**src/rtl/hslrgb_pkg.sv**
```systemverilog
package hslrgb_pkg;

    // Q0.24 constants, only the fraction bits are needed for values below one; ONE_Q24 is signed Q2.24
    localparam logic [23:0] HALF_Q24   = 24'h800000;
    localparam logic [23:0] SIXTH_Q24  = 24'h2AAAAB;
    localparam logic [23:0] THIRD_Q24  = 24'h555555;
    localparam logic [23:0] TWO3RD_Q24 = 24'hAAAAAB;
    localparam logic signed [25:0] ONE_Q24 = 26'sh1000000;

    // 0x3FC00000 / 2^22: the channel scale folded into one narrow multiply
    localparam logic [7:0] CHAN_SCALE = 8'd255;

    // number of register stages from input to output register
    localparam int unsigned NUM_STAGES = 6;

    typedef enum logic [1:0] {
        SEG_RISE,
        SEG_HIGH,
        SEG_FALL,
        SEG_LOW
    } hslrgb_seg_t;

    // per-stage load enables handed to the channel datapath
    typedef struct packed {
        logic s1;
        logic s2;
        logic s3;
        logic s4;
        logic s5;
    } hslrgb_ld_t;

endpackage

```
**src/rtl/hslrgb_chan.sv**
```systemverilog
module hslrgb_chan (
    input  logic                clk,
    input  hslrgb_pkg::hslrgb_ld_t ld,
    input  logic signed [25:0]  t_raw,
    input  logic [24:0]         d,
    input  logic signed [26:0]  p,
    input  logic [24:0]         q,
    output logic [7:0]          c8
);

    logic signed [25:0]       t_w;
    hslrgb_pkg::hslrgb_seg_t  seg_next;
    logic [23:0]              m_next;

    hslrgb_pkg::hslrgb_seg_t  seg1_reg;
    logic [23:0]              m1_reg;
    hslrgb_pkg::hslrgb_seg_t  seg2_reg;
    logic [23:0]              m2_reg;
    hslrgb_pkg::hslrgb_seg_t  seg3_reg;
    logic [48:0]              prod_next;
    logic [24:0]              x3_reg;
    logic [27:0]              x6;
    logic signed [29:0]       c_next;
    logic signed [29:0]       c4_reg;
    logic [36:0]              scaled;
    logic [12:0]              w;
    logic [7:0]               c8_next;
    logic [7:0]               c8_reg;

    // hue wrap and segment select
    always_comb
    begin
        t_w = t_raw;
        if (t_raw < 26'sd0)
        begin
            t_w = t_raw + hslrgb_pkg::ONE_Q24;
        end
        else if (t_raw > hslrgb_pkg::ONE_Q24)
        begin
            t_w = t_raw - hslrgb_pkg::ONE_Q24;
        end

        m_next = t_w[23:0];
        if (t_w < $signed({2'b00, hslrgb_pkg::SIXTH_Q24}))
        begin
            seg_next = hslrgb_pkg::SEG_RISE;
        end
        else if (t_w < $signed({2'b00, hslrgb_pkg::HALF_Q24}))
        begin
            seg_next = hslrgb_pkg::SEG_HIGH;
        end
        else if (t_w < $signed({2'b00, hslrgb_pkg::TWO3RD_Q24}))
        begin
            seg_next = hslrgb_pkg::SEG_FALL;
            m_next   = hslrgb_pkg::TWO3RD_Q24 - t_w[23:0];
        end
        else
        begin
            seg_next = hslrgb_pkg::SEG_LOW;
        end
    end

    assign prod_next = {24'd0, d} * {25'd0, m2_reg};

    // ramp value, the 6x is exact so it is shift and add
    always_comb
    begin
        x6 = ({3'b000, x3_reg} << 1) + ({3'b000, x3_reg} << 2);
        case (seg3_reg)
            hslrgb_pkg::SEG_RISE,
            hslrgb_pkg::SEG_FALL: c_next = {{3{p[26]}}, p} + $signed({2'b00, x6});
            hslrgb_pkg::SEG_HIGH: c_next = $signed({5'd0, q});
            hslrgb_pkg::SEG_LOW:  c_next = {{3{p[26]}}, p};
            default:              c_next = {{3{p[26]}}, p};
        endcase
    end

    // 255 * c / 2^24 with clamp to 0..255
    always_comb
    begin
        scaled = {8'd0, c4_reg[28:0]} * {29'd0, hslrgb_pkg::CHAN_SCALE};
        w      = scaled[36:24];
        if (c4_reg <= 30'sd0)
        begin
            c8_next = 8'd0;
        end
        else if (w > 13'd255)
        begin
            c8_next = 8'd255;
        end
        else
        begin
            c8_next = w[7:0];
        end
    end

    always_ff @(posedge clk)
    begin
        if (ld.s1)
        begin
            seg1_reg <= seg_next;
            m1_reg   <= m_next;
        end
        if (ld.s2)
        begin
            seg2_reg <= seg1_reg;
            m2_reg   <= m1_reg;
        end
        if (ld.s3)
        begin
            seg3_reg <= seg2_reg;
            x3_reg   <= prod_next[48:24];
        end
        if (ld.s4)
        begin
            c4_reg <= c_next;
        end
        if (ld.s5)
        begin
            c8_reg <= c8_next;
        end
    end

    assign c8 = c8_reg;

endmodule

```
**config.mk**
```make
export PLATFORM = sky130hd
export DESIGN_NAME = hslrgb_chan
export DESIGN_NICKNAME = d
export VERILOG_FILES = /design/src/rtl/hslrgb_pkg.sv /design/src/rtl/hslrgb_chan.sv
export SDC_FILE = /design/constraint.sdc
export NUM_CORES = 2
export LEC_CHECK = 0
export BUFFER_PORTS_ARGS = -buffer_cell sky130_fd_sc_hd__buf_2
export CORE_ASPECT_RATIO = 0.75
export CORE_MARGIN = 4
export CORE_UTILIZATION = 39
export CTS_CLUSTER_SIZE = 20
export DETAILED_ROUTE_END_ITERATION = 7
export PLACE_DENSITY = 0.67
export RECOVER_POWER = 25
export SLEW_MARGIN = 20
export SYNTH_ARGS = -nofsm -noshare
export SYNTH_HDL_FRONTEND = slang
export SYNTH_SLANG_ARGS = --single-unit
```
**constraint.sdc**
```tcl
create_clock -name clk -period 8.85 [get_ports clk]
set_input_delay 1.77 -clock clk [delete_from_list [all_inputs] [get_ports clk]]
set_output_delay 1.77 -clock clk [all_outputs]
set_load 0.02 [all_outputs]
```
==> metrics.md <==
| Metric | Value |
|---|---|
| Status | finished, final reports clean |
| Max Fanout on Critical Path | 15 |
| Final WL | around 74 mm |
| Post-CTS Resized | 0 |
| Distinct cells, synth | 63 |
| GP Congestion | roughly 0.92 |
| Async SR Flop Fraction | 0% |
| DRC Markers | 0 |
| Synth-to-Final Area Change | 7.92% |
| Met1 GRT Util | between 20% and 30% |
| Synth Area in XOR/XNOR | under 10% |
| Std-Cell Rows | 88 |
| Synth Flop Type | edfxtp_1 |
| Core Region | between 0.07 and 0.08 mm2 |
| Slew HR | about 8.0% |
| Grt met3 use | approximately 5.8% |
| RSZ-0062 raised after global routing | no |
| Vias in the first global route | between 20000 and 25000 |
| Hold buffer count at CTS | 0 |
| Number of synthesized flops with an enable pin | 117 |
| Fmax | around 120 MHz |
| Critical Path RT | about 9.0 ns |
| Final Cycle Share | between 90% and 100% |
| Most used cell along the critical path | fa_1 |
| CTS clk-pin slew, worst paths | 0.07 ns |
| Mapped Area | approximately 0.03 mm2 |
| Max-Cap Viols | 0 |
| Max FFs per register | 30 |
| Clock sink count | about 120 |
| CTS tree | yes |
| CP arrival | 8.61 ns |
| Wire per inst | between 15 and 20 um |
| Die area | 0.0825 mm2 |
| Antenna-violating nets left | 0 |
| Min cycle time layout | 8.42 ns |
| Clock skew | roughly 0.019 ns |
| Total global-route track usage | 18.7% |
| Post-Synth Simple-Gate Area | approximately 14% |
| Most used routing layer | met1 |
| First-pass GRT wire length | around 120 mm |
| DR vias | approximately 21000 |
| Placed insts | 4231 |
| Post-Syn Nets | around 4200 |
| Met2 Track Usage GR | 25.9% |
| Post-synthesis adder-cell area fraction | a little over half |
| Syn_area_per_cell | between 9 and 10 um2 |
| Die Height | ~250 um |
| Count of input and output buffers | 116 |
| Crit-path leading delay family | adder cells |
| Largest net degree at the start of global routing | between 50 and 60 |
| Final Setup Violations | 0 |
| Crit. End Element | flip-flop |
| Layout Cells excl Fill | roughly 4300 |
| Hold Path Class | reg -> reg |
| CP max stage delay | ~0.6 ns |
| Clk Latency, worst-skew pair | between 0.4 and 0.5 ns |
| Htree depth | 4 |
| Initial core utilization | between 30% and 40% |
| Final Hold Viols | 0 |
| Detail Placement HPWL | around 63 mm |
| CP startpoint kind | primary input |
| Post-Route Setup TNS | 0 ns |
| Synth Area in Compound Gates | 6.11% |
| Mux share of post-synthesis cell area | less than 1% |
| Cts bufs inserted | 17 |
| Final nets | 4260 |
| CP bufs+invs | 6 |
| Kind of critical path | in -> reg |
| Max-slew violations | 0 |
| 1st-pass router iterations | 5 |
| Post-CTS Setup Bufs | 0 |
| Routed vias/inst | between 4 and 5 |
| Sequential area share after synthesis | 11.6% |
| CP max-delay cell | fa_1 |
| Layout cells sized above 1 | 6.50% |
| CTS Buffer Depth | 2 |
| Yosys warnings | 0 |
| CP Cell Sequence | buf_2 > buf_4 > nand2_1 > fa_1 > fa_1 > inv_1 > fa_1 > fa_1 > fa_1 > fa_1 > inv_1 > fa_1 > inv_1 > ha_1 > a21o_1 > nor4_1 > a2111o_1 > a31oi_1 > o31ai_1 > buf_4 > nand2_1 > a31o_2 > a21o_1 > xor2_1 |
| Tightest Pin Transition | ~1.4 ns |
| Synth Instances | between 3000 and 4000 |
| Die width | 330 um |
| Largest family of logic cells by synthesized area | adder cells |
| Initial antenna violation count | 4 |
| I/O pin cnt | 117 |
| 1st-iter DRT viols | 1303 |
| Root Buffer | clkbuf_16 |
| Grt total ovfl | 0 |
| Seq cells post-synth | about 120 |
## cell type report
| class | instances | area [um2] |
|---|---|---|
| sequential | 117 | 3510 |
| timing repair buffer | 164 | 955 |
| fill | 7513 | 44300 |
| clock inverter | 13 | 156 |
| multi-input combinational | 2184 | 23700 |
| tap | 1035 | 1290 |
| antenna | 1 | 2.50 |
| clock buffer | 19 | 433 |
| inverter | 732 | 2750 |
## Yosys cell counts, drive strengths merged (5+ instances only)
cell type | count | area share, %
nand2b | 9 | 0.19
xor2 | 36 | 1.0
nand3 | 27 | 0.44
nor3 | 11 | 0.21
mux2i | 20 | 0.66
and3 | 7 | 0.14
nor2 | 72 | 0.89
clkbuf | 113 | 1.4
mux2 | 6 | 0.22
o21a | 17 | 0.42
a31o | 5 | 0.14
o21ai | 44 | 0.72
nand2 | 344 | 4.2
xnor2 | 62 | 1.8
inv | 731 | 9.0
nor4 | 6 | 0.12
nor2b | 13 | 0.27
a31oi | 14 | 0.29
a21oi | 91 | 1.5
a211oi | 8 | 0.20
ha | 296 | 12
o211ai | 6 | 0.18
edfxtp | 117 | 12
a21o | 61 | 1.5
nand4 | 16 | 0.33
fa | 639 | 42
o21bai | 8 | 0.20
o31ai | 5 | 0.12
and2 | 315 | 6.5
## layer usage
layer,part of all wire [%],up-vias
met5,0.043,-
met4,1.5,4
met3,9.6,64
met2,41,690
met1,48,10400
li1,-,9702
## path summary, 6_finish.rpt
path / start / to / slack [ns] / cells after the start
max: d[12] / x3_reg[18] / 0.43 / 24
min: m1_reg[16] / m2_reg[16] / 0.40 / 0
max reg2reg: m2_reg[10] / x3_reg[18] / 0.88 / 25
min reg2reg: m1_reg[16] / m2_reg[16] / 0.40 / 0
## layout by cell type (no fill, tap or decap), types with 6 or more instances in the layout
| master | count |
|---|---|
| o21a_1 | 17 |
| buf_2 | 111 |
| a211oi_1 | 8 |
| buf_4 | 47 |
| a21o_1 | 61 |
| nand3_1 | 27 |
| a21oi_1 | 91 |
| and2_1 | 315 |
| nor3_1 | 9 |
| and3_1 | 7 |
| clkbuf_1 | 7 |
| xor2_1 | 36 |
| inv_1 | 731 |
| nor2b_1 | 13 |
| nand4_1 | 16 |
| nor2_1 | 72 |
| clkbuf_16 | 17 |
| nor4_1 | 6 |
| nand2b_1 | 9 |
| mux2i_1 | 20 |
| nand2_1 | 344 |
| o21ai_0 | 42 |
| edfxtp_1 | 117 |
| xnor2_1 | 62 |
| fa_1 | 639 |
| ha_1 | 296 |
| o21bai_1 | 8 |
| a31oi_1 | 14 |
## per-stage QoR
step	hold slack [ns]	worst slack, ns	util (%)	cell area (um2)
floorplan	0.400	0.682	-	30400
detailed placement	0.405	0.0534	41.8	32200
finish	0.401	0.426	42.5	32800
global placement	0.400	0.128	41.8	32200
CTS	0.399	0.523	42.5	32800
global route	0.406	0.109	42.5	32800
## cells by family (layout without fill, tap and decap cells)
group,count (synthesis),count (layout)
fa+ha+maj,935,935
buf+inv,848,928
simple gates,841,841
compound gates,284,284
flops,117,117
xor+xnor,98,98
mux,26,26
other cells,0,1
Power is left out: the tool's default activity adds up to more than one toggle a clock period on the data nets, which glitch-free logic cannot reach.
